==> config.mk <==
export PLATFORM = sky130hd
export DESIGN_NAME = mpcm_final
export DESIGN_NICKNAME = d
export VERILOG_FILES = /design/src/rtl/mpcm_pkg.sv /design/src/rtl/mpcm_final.sv
export SDC_FILE = /design/constraint.sdc
export NUM_CORES = 1
export LEC_CHECK = 0
export BUFFER_PORTS_ARGS = -buffer_cell sky130_fd_sc_hd__buf_2
export CAP_MARGIN = 20
export CORE_AREA = 2 2 124 126
export CTS_CLUSTER_SIZE = 14
export DETAILED_ROUTE_END_ITERATION = 8
export DIE_AREA = 0 0 126 128
export PLACE_DENSITY = 0.81
export SKIP_CTS_REPAIR_TIMING = 1
export SLEW_MARGIN = 20
export SYNTH_ARGS = -nofsm -noshare
export SYNTH_HDL_FRONTEND = slang
export SYNTH_SLANG_ARGS = --single-unit
==> constraint.sdc <==
create_clock -name clk -period 3.8 [get_ports clk]
set_input_delay 0.76 -clock clk [delete_from_list [all_inputs] [get_ports clk]]
set_output_delay 0.76 -clock clk [all_outputs]
set_load 0.005 [all_outputs]
==> src/rtl/mpcm_pkg.sv <==
// shared types, constants and md5 round tables for the pin matcher
package mpcm_pkg;

  localparam int PinDigitsDef = 8;
  localparam int CandW        = 27;
  localparam int AddrW        = 5;
  localparam int Rounds       = 64;
  localparam logic [5:0] PrefixReset = 6'd32;

  typedef enum logic [1:0] {
    REG_TGT_HIGH = 2'd0,
    REG_TGT_LOW  = 2'd1,
    REG_PREFIX   = 2'd2
  } reg_idx_t;

  typedef struct packed {
    logic [31:0] a;
    logic [31:0] b;
    logic [31:0] c;
    logic [31:0] d;
  } md_state_t;

  typedef logic [15:0][31:0] md_block_t;

  localparam md_state_t MdIv = '{a: 32'h67452301, b: 32'hefcdab89,
                                 c: 32'h98badcfe, d: 32'h10325476};

  // additive round constant
  function automatic logic [31:0] md_k(input int i);
    logic [31:0] k;
    case (i)
      0: k = 32'hd76aa478;  1: k = 32'he8c7b756;  2: k = 32'h242070db;  3: k = 32'hc1bdceee;
      4: k = 32'hf57c0faf;  5: k = 32'h4787c62a;  6: k = 32'ha8304613;  7: k = 32'hfd469501;
      8: k = 32'h698098d8;  9: k = 32'h8b44f7af; 10: k = 32'hffff5bb1; 11: k = 32'h895cd7be;
      12: k = 32'h6b901122; 13: k = 32'hfd987193; 14: k = 32'ha679438e; 15: k = 32'h49b40821;
      16: k = 32'hf61e2562; 17: k = 32'hc040b340; 18: k = 32'h265e5a51; 19: k = 32'he9b6c7aa;
      20: k = 32'hd62f105d; 21: k = 32'h02441453; 22: k = 32'hd8a1e681; 23: k = 32'he7d3fbc8;
      24: k = 32'h21e1cde6; 25: k = 32'hc33707d6; 26: k = 32'hf4d50d87; 27: k = 32'h455a14ed;
      28: k = 32'ha9e3e905; 29: k = 32'hfcefa3f8; 30: k = 32'h676f02d9; 31: k = 32'h8d2a4c8a;
      32: k = 32'hfffa3942; 33: k = 32'h8771f681; 34: k = 32'h6d9d6122; 35: k = 32'hfde5380c;
      36: k = 32'ha4beea44; 37: k = 32'h4bdecfa9; 38: k = 32'hf6bb4b60; 39: k = 32'hbebfbc70;
      40: k = 32'h289b7ec6; 41: k = 32'heaa127fa; 42: k = 32'hd4ef3085; 43: k = 32'h04881d05;
      44: k = 32'hd9d4d039; 45: k = 32'he6db99e5; 46: k = 32'h1fa27cf8; 47: k = 32'hc4ac5665;
      48: k = 32'hf4292244; 49: k = 32'h432aff97; 50: k = 32'hab9423a7; 51: k = 32'hfc93a039;
      52: k = 32'h655b59c3; 53: k = 32'h8f0ccc92; 54: k = 32'hffeff47d; 55: k = 32'h85845dd1;
      56: k = 32'h6fa87e4f; 57: k = 32'hfe2ce6e0; 58: k = 32'ha3014314; 59: k = 32'h4e0811a1;
      60: k = 32'hf7537e82; 61: k = 32'hbd3af235; 62: k = 32'h2ad7d2bb; 63: k = 32'heb86d391;
      default: k = '0;
    endcase
    return k;
  endfunction

  // left rotate amount of a round
  function automatic int md_rot(input int i);
    int r;
    case (((i / 16) * 4) + (i % 4))
      0: r = 7;   1: r = 12;  2: r = 17;  3: r = 22;
      4: r = 5;   5: r = 9;   6: r = 14;  7: r = 20;
      8: r = 4;   9: r = 11;  10: r = 16; 11: r = 23;
      12: r = 6;  13: r = 10; 14: r = 15; 15: r = 21;
      default: r = 0;
    endcase
    return r;
  endfunction

  // message word used by a round
  function automatic int md_word(input int i);
    int g;
    case (i / 16)
      0: g = i;
      1: g = (5 * i + 1) % 16;
      2: g = (3 * i + 5) % 16;
      default: g = (7 * i) % 16;
    endcase
    return g;
  endfunction

endpackage

==> src/rtl/mpcm_final.sv <==
// chaining add, digest prefix compare and output register
module mpcm_final (
  input  logic                       clk,
  input  logic                       rst,
  input  logic                       adv,
  input  logic                       in_valid,
  input  mpcm_pkg::md_state_t        in_st,
  input  logic [mpcm_pkg::CandW-1:0] in_cand,
  input  logic [127:0]               target,
  input  logic [5:0]                 prefix,
  output logic                       out_valid,
  output logic                       out_match,
  output logic [mpcm_pkg::CandW-1:0] out_cand
);
  import mpcm_pkg::*;

  logic [31:0]  ha, hb, hc, hd;
  logic [127:0] digest;
  logic [5:0]   want;
  logic         ok;

  // digest in printed byte order, byte 0 in the top bits
  always_comb begin
    ha     = in_st.a + MdIv.a;
    hb     = in_st.b + MdIv.b;
    hc     = in_st.c + MdIv.c;
    hd     = in_st.d + MdIv.d;
    digest = {ha[7:0], ha[15:8], ha[23:16], ha[31:24],
              hb[7:0], hb[15:8], hb[23:16], hb[31:24],
              hc[7:0], hc[15:8], hc[23:16], hc[31:24],
              hd[7:0], hd[15:8], hd[23:16], hd[31:24]};
    want   = (prefix > 6'd32) ? 6'd32 : prefix;
    ok     = 1'b1;
    for (int k = 0; k < 32; k++) begin
      if ((6'(k) < want) && (digest[127-4*k -: 4] != target[127-4*k -: 4])) begin
        ok = 1'b0;
      end
    end
  end

  always_ff @(posedge clk) begin
    if (rst) begin
      out_valid <= 1'b0;
    end else if (adv) begin
      out_valid <= in_valid;
    end
  end

  always_ff @(posedge clk) begin
    if (adv) begin
      out_match <= ok;
      out_cand  <= in_cand;
    end
  end

endmodule

==> impl_metrics.ini <==
[setup_path]
startpoint_type = input pin
critPathKind = input pin to flip-flop
crit_fanout = 4
cp.arrival_ns = 3.70
crit_required_ns = 3.91
end_kind = flip-flop

[synth]
synth_cells = 820
avgSynthCellArea_um2 = 7.57
ys_ff_latch = 29
synthDistinctLibCells = 83
syn-num-nets = 1117
ys.flop_type = edfxtp_1
mappedNetlistArea_mm2 = 0.00621
synth_area_leader_cell = xnor2_1
ys_async_sr_fraction = 0
synth.top_cell.area_share = 0.176
synth_edf_count = 28
seq_area_frac_synth = 0.139
netlist_top_cells_area = xnor2_1 (18%), edfxtp_1 (14%), xor2_1 (8.0%)
yosys_warnings = 0

[sta]
fmax_ghz = 0.279
slew_headroom = 0.523
fin_crit_sh = 0.944
drv_slew = 0
tightest_slew_ns = 0.715
period_minus_slack_ns = 3.59
clock_skew_ns = 0
worst_slack_ns = 0.211
fin_tns_setup_ns = 0
hold_viol = 0
rsz0062_at_grt = false
finalSetupViolations = 0

[place]
pre_cts_ws_ns = -0.213
dpl.hpwl_um = 20200
portBuffers = 321
routabilityCongestion = 1.01

[clock_tree]
cts.clk_slew.worst_paths_ns = 0.06
insertion_delay_ns = 0.28
clockBufferDepth = 2
clock-sinks = 29
clk_root_buffer_cell = clkbuf_16
cts_buffers = 5
cts_tree = built
htreeDepth = 2

[power_and_ir_drop]
peakVddDrop_mv = 0.164
total_power_mw = 1.69
power_leakage_nw = 3.58
p_per_area_mw_per_mm2 = 199

[cells_and_area]
layout_common_cells = buf_2 (321), xnor2_1 (125), a21oi_1 (64)
drive_gt1_frac = 0.357
mostFrequentLayoutCell = buf_2
final_nets = 1471
syn_to_final_growth_pct = 36.7
fin_util = 0.571

[floorplanning]
dieArea_mm2 = 0.0161
die_h_um = 128
core_area_mm2 = 0.0149
fp.dieW_um = 126
ios = 322
start_util = 0.418
rows = 45

[global_routing]
gr-total-overflow = 0
track_usage = 0.274
antenna_found_initial = 4
grt_max_degree = 30
grt_pass1_vias = 7430
grt_pass1_wl_um = 36200

[routing]
vias_per_cell = 5.73
dr_total_vias = 7820
drt_wl_total_um = 23800
wl_per_cell_um = 17.4
ant_nets = 0
drtIter0Drc = 666
drc = 0
dr.pass1.iters = 5

[outcome]
status = completed

[hold_path]
holdCritPathClass = flip-flop to flip-flop

[flow_run]
maxCapViolations = 0
==> report_power, final <==
part / leakage (nW) / internal [mW] / total [mW] / switching, mW
registers: 0.282 / 0.379 / 0.387 / 0.00853
clock network: 0.0696 / 0.240 / 0.388 / 0.148
logic: 3.23 / 0.427 / 0.911 / 0.483
total: 3.58 / 1.05 / 1.69 / 0.640
==> critical path: stages <==
cell,delay [ns]
buf_2,0.11
inv_1,0.05
ha_1,0.16
or4b_4,0.50
or3_2,0.48
a21o_1,0.19
a21o_1,0.17
a211oi_1,0.27
xnor2_1,0.10
nor4_1,0.28
buf_4,0.16
o21ai_0,0.07
o311a_1,0.14
nor4_2,0.26
==> sequential cells by signal (all words and copies together) (netlist names) <==
name	flops
out_match	1
out_cand	27
out_valid	1
==> synth_stat cells, types with 8 or more instances <==
library cell	instances
a2111oi_0	8
a211oi_1	11
a21o_1	10
a21oi_1	64
a221oi_1	8
a31oi_1	17
and3_1	8
clkbuf_1	19
edfxtp_1	28
inv_1	28
mux2i_1	9
nand2_1	53
nand2b_1	10
nand3_1	20
nand3b_1	8
nand4_1	16
nor2_1	55
nor2b_1	13
nor3_1	31
nor3b_1	9
nor4_1	13
o21ai_0	46
or2_2	8
or3_1	16
xnor2_1	125
xor2_1	57
==> per-stage QoR <==
stage / hold slack [ns] / cells / area, um2
after floorplan: 0.485 / 820 / 6210
after global placement: 0.471 / 1355 / 8330
final: 0.495 / 1364 / 8480
after CTS: 0.496 / 1363 / 8470
after detailed placement: 0.482 / 1355 / 8330
after global routing: 0.512 / 1364 / 8480
==> metal layers <==
metal | share of wire | global-route usage | vias up
li1 | - | - | 3791
met1 | 0.40 | 0.330 | 3578
met2 | 0.49 | 0.495 | 393
met3 | 0.082 | 0.0609 | 54
met4 | 0.025 | 0.0705 | 4
met5 | 0.0011 | 0 | -
==> worst paths after layout <==
path,start,slack [ns],cells after the start,endpoint
hold reg to reg,out_valid,0.49,2,out_valid
setup / recovery,in_st[33],0.21,14,out_match
hold / removal,out_valid,0.49,2,out_valid
setup reg to reg,out_valid,3.22,2,out_valid
==> kinds of logic after synthesis <==
| group | count (synthesis) | synth area share |
|---|---|---|
| AO/OA/AOI/OAI | 245 | 0.271 |
| XOR/XNOR | 182 | 0.257 |
| adder cells (fa/ha/maj) | 4 | 0.00806 |
| buffers and inverters | 51 | 0.0316 |
| flip-flops | 29 | 0.139 |
| multiplexers | 11 | 0.0181 |
| AND/OR/NAND/NOR | 298 | 0.275 |
==> layout make-up <==
class	count	area [um2]
inverter	28	105
clock buffer	5	125
clock inverter	3	17.5
timing repair buffer	370	1970
multi-input combinational	740	5160
sequential	29	861
fill	1409	6380
antenna	1	2.50
tap	188	235
(Power assumes the default switching activity.)
