==> config.mk <==
export PLATFORM = sky130hd
export DESIGN_NAME = mpcm_round
export DESIGN_NICKNAME = d
export VERILOG_FILES = /design/src/rtl/mpcm_pkg.sv /design/src/rtl/mpcm_round.sv
export SDC_FILE = /design/constraint.sdc
export NUM_CORES = 1
export LEC_CHECK = 0
export ABC_AREA = 1
export BUFFER_PORTS_ARGS = -buffer_cell sky130_fd_sc_hd__buf_2
export CAP_MARGIN = 10
export CORE_AREA = 2 2 520 522
export CTS_CLUSTER_DIAMETER = 120
export DETAILED_ROUTE_END_ITERATION = 12
export DIE_AREA = 0 0 522 524
export GPL_TIMING_DRIVEN = 0
export PLACE_DENSITY_LB_ADDON = 0.08
export SLEW_MARGIN = 30
export SYNTH_ARGS = -nofsm -noshare
export SYNTH_HDL_FRONTEND = slang
export SYNTH_SLANG_ARGS = --single-unit
==> constraint.sdc <==
create_clock -name clk -period 4.7 [get_ports clk]
set_clock_uncertainty 0.2 [all_clocks]
set_input_delay 0.235 -clock clk [delete_from_list [all_inputs] [get_ports clk]]
set_output_delay 0.235 -clock clk [all_outputs]
set_load 0.01 [all_outputs]
==> src/rtl/mpcm_pkg.sv <==
// shared types, constants and md5 round tables for the pin matcher
package mpcm_pkg;

  localparam int PinDigitsDef = 8;
  localparam int CandW        = 27;
  localparam int AddrW        = 5;
  localparam int Rounds       = 64;
  localparam logic [5:0] PrefixReset = 6'd32;

  typedef enum logic [1:0] {
    REG_TGT_HIGH = 2'd0,
    REG_TGT_LOW  = 2'd1,
    REG_PREFIX   = 2'd2
  } reg_idx_t;

  typedef struct packed {
    logic [31:0] a;
    logic [31:0] b;
    logic [31:0] c;
    logic [31:0] d;
  } md_state_t;

  typedef logic [15:0][31:0] md_block_t;

  localparam md_state_t MdIv = '{a: 32'h67452301, b: 32'hefcdab89,
                                 c: 32'h98badcfe, d: 32'h10325476};

  // additive round constant
  function automatic logic [31:0] md_k(input int i);
    logic [31:0] k;
    case (i)
      0: k = 32'hd76aa478;  1: k = 32'he8c7b756;  2: k = 32'h242070db;  3: k = 32'hc1bdceee;
      4: k = 32'hf57c0faf;  5: k = 32'h4787c62a;  6: k = 32'ha8304613;  7: k = 32'hfd469501;
      8: k = 32'h698098d8;  9: k = 32'h8b44f7af; 10: k = 32'hffff5bb1; 11: k = 32'h895cd7be;
      12: k = 32'h6b901122; 13: k = 32'hfd987193; 14: k = 32'ha679438e; 15: k = 32'h49b40821;
      16: k = 32'hf61e2562; 17: k = 32'hc040b340; 18: k = 32'h265e5a51; 19: k = 32'he9b6c7aa;
      20: k = 32'hd62f105d; 21: k = 32'h02441453; 22: k = 32'hd8a1e681; 23: k = 32'he7d3fbc8;
      24: k = 32'h21e1cde6; 25: k = 32'hc33707d6; 26: k = 32'hf4d50d87; 27: k = 32'h455a14ed;
      28: k = 32'ha9e3e905; 29: k = 32'hfcefa3f8; 30: k = 32'h676f02d9; 31: k = 32'h8d2a4c8a;
      32: k = 32'hfffa3942; 33: k = 32'h8771f681; 34: k = 32'h6d9d6122; 35: k = 32'hfde5380c;
      36: k = 32'ha4beea44; 37: k = 32'h4bdecfa9; 38: k = 32'hf6bb4b60; 39: k = 32'hbebfbc70;
      40: k = 32'h289b7ec6; 41: k = 32'heaa127fa; 42: k = 32'hd4ef3085; 43: k = 32'h04881d05;
      44: k = 32'hd9d4d039; 45: k = 32'he6db99e5; 46: k = 32'h1fa27cf8; 47: k = 32'hc4ac5665;
      48: k = 32'hf4292244; 49: k = 32'h432aff97; 50: k = 32'hab9423a7; 51: k = 32'hfc93a039;
      52: k = 32'h655b59c3; 53: k = 32'h8f0ccc92; 54: k = 32'hffeff47d; 55: k = 32'h85845dd1;
      56: k = 32'h6fa87e4f; 57: k = 32'hfe2ce6e0; 58: k = 32'ha3014314; 59: k = 32'h4e0811a1;
      60: k = 32'hf7537e82; 61: k = 32'hbd3af235; 62: k = 32'h2ad7d2bb; 63: k = 32'heb86d391;
      default: k = '0;
    endcase
    return k;
  endfunction

  // left rotate amount of a round
  function automatic int md_rot(input int i);
    int r;
    case (((i / 16) * 4) + (i % 4))
      0: r = 7;   1: r = 12;  2: r = 17;  3: r = 22;
      4: r = 5;   5: r = 9;   6: r = 14;  7: r = 20;
      8: r = 4;   9: r = 11;  10: r = 16; 11: r = 23;
      12: r = 6;  13: r = 10; 14: r = 15; 15: r = 21;
      default: r = 0;
    endcase
    return r;
  endfunction

  // message word used by a round
  function automatic int md_word(input int i);
    int g;
    case (i / 16)
      0: g = i;
      1: g = (5 * i + 1) % 16;
      2: g = (3 * i + 5) % 16;
      default: g = (7 * i) % 16;
    endcase
    return g;
  endfunction

endpackage

==> src/rtl/mpcm_round.sv <==
// one md5 round as a pipeline stage
module mpcm_round #(
  parameter int ROUND = 0
) (
  input  logic                       clk,
  input  logic                       rst,
  input  logic                       adv,
  input  logic                       in_valid,
  input  mpcm_pkg::md_state_t        in_st,
  input  mpcm_pkg::md_block_t        in_blk,
  input  logic [mpcm_pkg::CandW-1:0] in_cand,
  output logic                       out_valid,
  output mpcm_pkg::md_state_t        out_st,
  output mpcm_pkg::md_block_t        out_blk,
  output logic [mpcm_pkg::CandW-1:0] out_cand
);
  import mpcm_pkg::*;

  localparam int          Grp  = ROUND / 16;
  localparam int          Widx = md_word(ROUND);
  localparam int          Rot  = md_rot(ROUND);
  localparam logic [31:0] Kc   = md_k(ROUND);

  logic [31:0] f;
  logic [31:0] sum;
  logic [31:0] rot;

  // round function of this group
  always_comb begin
    case (Grp)
      0: f = (in_st.b & in_st.c) | (~in_st.b & in_st.d);
      1: f = (in_st.d & in_st.b) | (~in_st.d & in_st.c);
      2: f = in_st.b ^ in_st.c ^ in_st.d;
      default: f = in_st.c ^ (in_st.b | ~in_st.d);
    endcase
    sum = in_st.a + f + Kc + in_blk[Widx];
    rot = (sum << Rot) | (sum >> (32 - Rot));
  end

  always_ff @(posedge clk) begin
    if (rst) begin
      out_valid <= 1'b0;
    end else if (adv) begin
      out_valid <= in_valid;
    end
  end

  // state rotates through a, b, c, d
  always_ff @(posedge clk) begin
    if (adv) begin
      out_st.a <= in_st.d;
      out_st.b <= in_st.b + rot;
      out_st.c <= in_st.b;
      out_st.d <= in_st.c;
      out_blk  <= in_blk;
      out_cand <= in_cand;
    end
  end

endmodule

==> results.py <==
metrics = {
    "run_status": {
        "status": "finished clean",
    },
    "min_path": {
        "hold_path_class": "in2reg",
        "hold_depth": 5,
        "holdPathEnd": "out_st[67]",
        "hold_path_startpoint": "in_st[65]",
    },
    "grt": {
        "grt_pass1_wl_mm": 238,
        "overflow": 0,
        "antenna_found_initial": 106,
        "grt_max_degree": 104,
        "grt_util_all_layers_pct": 13.0,
        "grt_pass1_vias": 25400,
    },
    "worst_setup_path": {
        "path_class": "in2reg",
        "cp.required_ns": 4.99,
        "cp_slowest_stage_delay_ns": 0.53,
        "cpMaxStageDelayCell": "dlygate4sd3_1",
        "r2r_end": "out_valid",
        "cp-end-kind": "register",
        "crit_arrival_ns": 4.73,
        "worstPathMaxFanout": 5,
        "timing.rr.start": "out_valid",
        "rr_worst_depth": 3,
        "critPathMostFrequentCell": "nand2_1",
        "start_kind": "input pin",
        "reg2reg_slack_ns": 3.33,
    },
    "cts": {
        "htreeDepth": 3,
        "cts_tree": "built",
        "cts_buffers": 102,
        "cts-root-buf": "clkbuf_16",
        "cts_buffer_depth": 4,
        "cts.reportedPaths.clkPinSlew_ns": 0.06,
        "clkLatencyLatePin_ns": 0.75,
        "cts.sinks": 668,
    },
    "pwr": {
        "internal_power_w": 0.0141,
        "swShare_pct": 34.6,
        "p_sw_w": 0.00743,
        "power_leakage_nw": 22.1,
        "clkPwrFrac_pct": 34.2,
        "irDropWorstVdd_mv": 0.259,
        "power_frac_comb_pct": 30.9,
        "p_per_area_nw_per_um2": 408,
        "power.total_w": 0.0215,
        "seqPwrFrac_pct": 34.9,
    },
    "routing": {
        "dr.pass1.iters": 5,
        "postRouteAntennaNets": 0,
        "wl_mm": 186,
        "drc": 0,
        "drt_iter0_drc": 1040,
        "wl_per_cell_um": 23.3,
        "via_count": 24300,
        "via_per_inst": 3.04,
    },
    "logic_synthesis": {
        "yosys_register_bits": 668,
        "synth_top_cell_by_area": "edfxtp_1",
        "yosysSeqAreaShare_pct": 77.6,
        "synth.area.top_cells": "edfxtp_1 (78%), ha_1 (4.4%), nand2_1 (4.3%)",
        "syn_avg_cell_area_um2": 15.6,
        "synthCells": 1653,
        "synth_nets": 2447,
        "synth_top_area_share_pct": 77.5,
        "synth_area_um2": 25800,
        "yosys_warnings": 0,
        "synth_cell_type_count": 32,
    },
    "die": {
        "die_h_um": 524,
        "start_util_pct": 9.66,
        "pin_count": 1339,
        "die_width_um": 522,
        "dieArea_um2": 274000,
        "rows": 190,
        "core_area_um2": 267000,
    },
    "timing": {
        "maxSlewViolCount": 0,
        "rsz0062_at_grt": "false",
        "worst_slew_pin_slew_ns": 0.723,
        "period_needed_ns": 4.44,
        "fin_crit_sh_pct": 94.4,
        "maxSlewHeadroom_pct": 51.8,
        "tns_ns": 0,
        "fmax_ghz": 0.225,
        "fin_ws_ns": 0.262,
        "setup_viol": 0,
        "hold_viol_final": 0,
    },
    "cells_and_area": {
        "drive_gt1_share_pct": 35.3,
        "nets": 5115,
        "syn_to_final_growth_pct": 104,
        "final_core_util_pct": 19.7,
    },
    "place": {
        "gp_congestion": 0.790,
        "place_ws_ns": -1.46,
        "dp_hpwl_mm": 152,
        "port_buffers": 1338,
    },
    "flow_run": {
        "drv_cap": 0,
    },
}
==> synthesized netlist by cell type <==
cell type and number:
nor3_2 1, and2_1 2, nand3b_1 2, inv_1 236, nor4_1 1, ha_1 90, nor2_1 68, o21a_1 3
nor3b_1 1, a21oi_1 63, nor2_2 6, a21o_1 3, nand3_1 39, a21oi_2 2, fa_1 33, mux2_2 12
nand2_2 7, dfxtp_1 1, nor3_1 10, o21bai_1 10, nand4_1 13, nand2_1 297, o21ai_0 22, o211ai_1 1
a31oi_1 2, xnor2_1 7, o21ai_2 1, nor2_4 1, mux2i_1 21, xor2_1 30, edfxtp_1 667, nand3_2 1
==> metrics by stage <==
step           hold WS (ns)  std cells  cell area, um2
4_1_cts            0.000377       7942           52500
3_3_place_gp          0.195       6543           37000
5_1_grt              0.0284       7968           52700
2_1_floorplan         0.107       1653           25800
6_report             0.0454       7982           52800
3_5_place_dp          0.198       6551           37200
==> layout make-up <==
cell class | count | area, um2
fillers | 29700 | 215000
well taps | 3552 | 4440
inverters | 236 | 886
flip-flops and latches | 668 | 20000
repair buffers | 2564 | 19100
diodes | 39 | 97.6
multi-input cells | 749 | 5110
clock inverters | 44 | 359
clock buffers | 130 | 2690
==> routing by layer <==
| layer | share of wire, % | routed length (um) | GRT usage, % | up-vias |
|---|---|---|---|---|
| met4 | 1.7 | 3150 | 2.30 | 66 |
| met5 | 0.22 | 410 | 0 | - |
| li1 | - | - | - | 11200 |
| met3 | 7.8 | 14500 | 4.50 | 248 |
| met2 | 52 | 96500 | 24.0 | 927 |
| met1 | 38 | 71400 | 14.3 | 11800 |
==> placed cells by master, fill, tap and decap left out, types with 12 or more instances in the layout <==
cell           instances
nor2_1                64
a21oi_1               55
nand3_1               39
edfxtp_1             667
fa_1                  31
inv_1                236
nand4_1               13
buf_2               1337
mux2_2                12
mux2i_1               14
nand2_1              285
diode_2               39
clkbuf_16            103
o21ai_0               20
dlygate4sd3_1       1217
clkbuf_1              26
clkinv_1              18
xor2_1                29
nand2_2               19
ha_1                  83
==> power groups by stage <==
| stage | combinational, W | sequential (W) | clock, W |
|---|---|---|---|
| 2_1_floorplan | 0.00240 | 0.00794 | 0 |
| 3_3_place_gp | 0.00595 | 0.00779 | 0 |
| 3_5_place_dp | 0.00588 | 0.00762 | 0 |
| 4_1_cts | 0.00686 | 0.00752 | 0.00777 |
| 5_1_grt | 0.00734 | 0.00757 | 0.00795 |
| 6_report | 0.00664 | 0.00751 | 0.00736 |
==> sequential cells by signal (all words and copies together), names as in the netlist <==
register   flops
out_blk      512
out_cand      27
out_st       128
out_valid      1
==> repair_timing <==
| item | 4_1_cts | 5_1_grt |
|---|---|---|
| gates resized for setup | 19 | 29 |
| hold buffers | 1217 | 0 |
| buffers inserted | 0 | 1 |
| endpoints found under the setup margin | 26 | 16 |
| endpoints found under the hold margin | 746 | 0 |
| pin swaps | 0 | 1 |
==> kinds of logic after synthesis <==
kind of cell	count (synthesis)	synth area share, %
compound gates	107	2.29
xor+xnor	37	1.25
fa+ha+maj	123	6.92
buf+inv	236	3.43
flops	668	77.6
mux	33	1.34
simple gates	449	7.16
==> worst max path at each step <==
stage                     startpoint      endpoint  slack (ns)  cells after the start
final                      in_blk[4]    out_st[90]        0.26                     27
after global routing       in_blk[4]    out_st[90]        0.01                     27
after CTS                  in_st[90]    out_st[93]       0.003                     22
after detailed placement   in_st[80]    out_st[87]       -1.46                     24
after global placement           adv  out_blk[396]      -10.41                      1
after floorplan            in_st[65]    out_st[90]        0.65                     25
==> critical path: cells and delay by family <==
family | cells | cell delay, ns
simple gates | 19 | 2.13
buf+inv | 4 | 0.74
fa+ha+maj | 4 | 1.59
(Power assumes the default switching activity.)
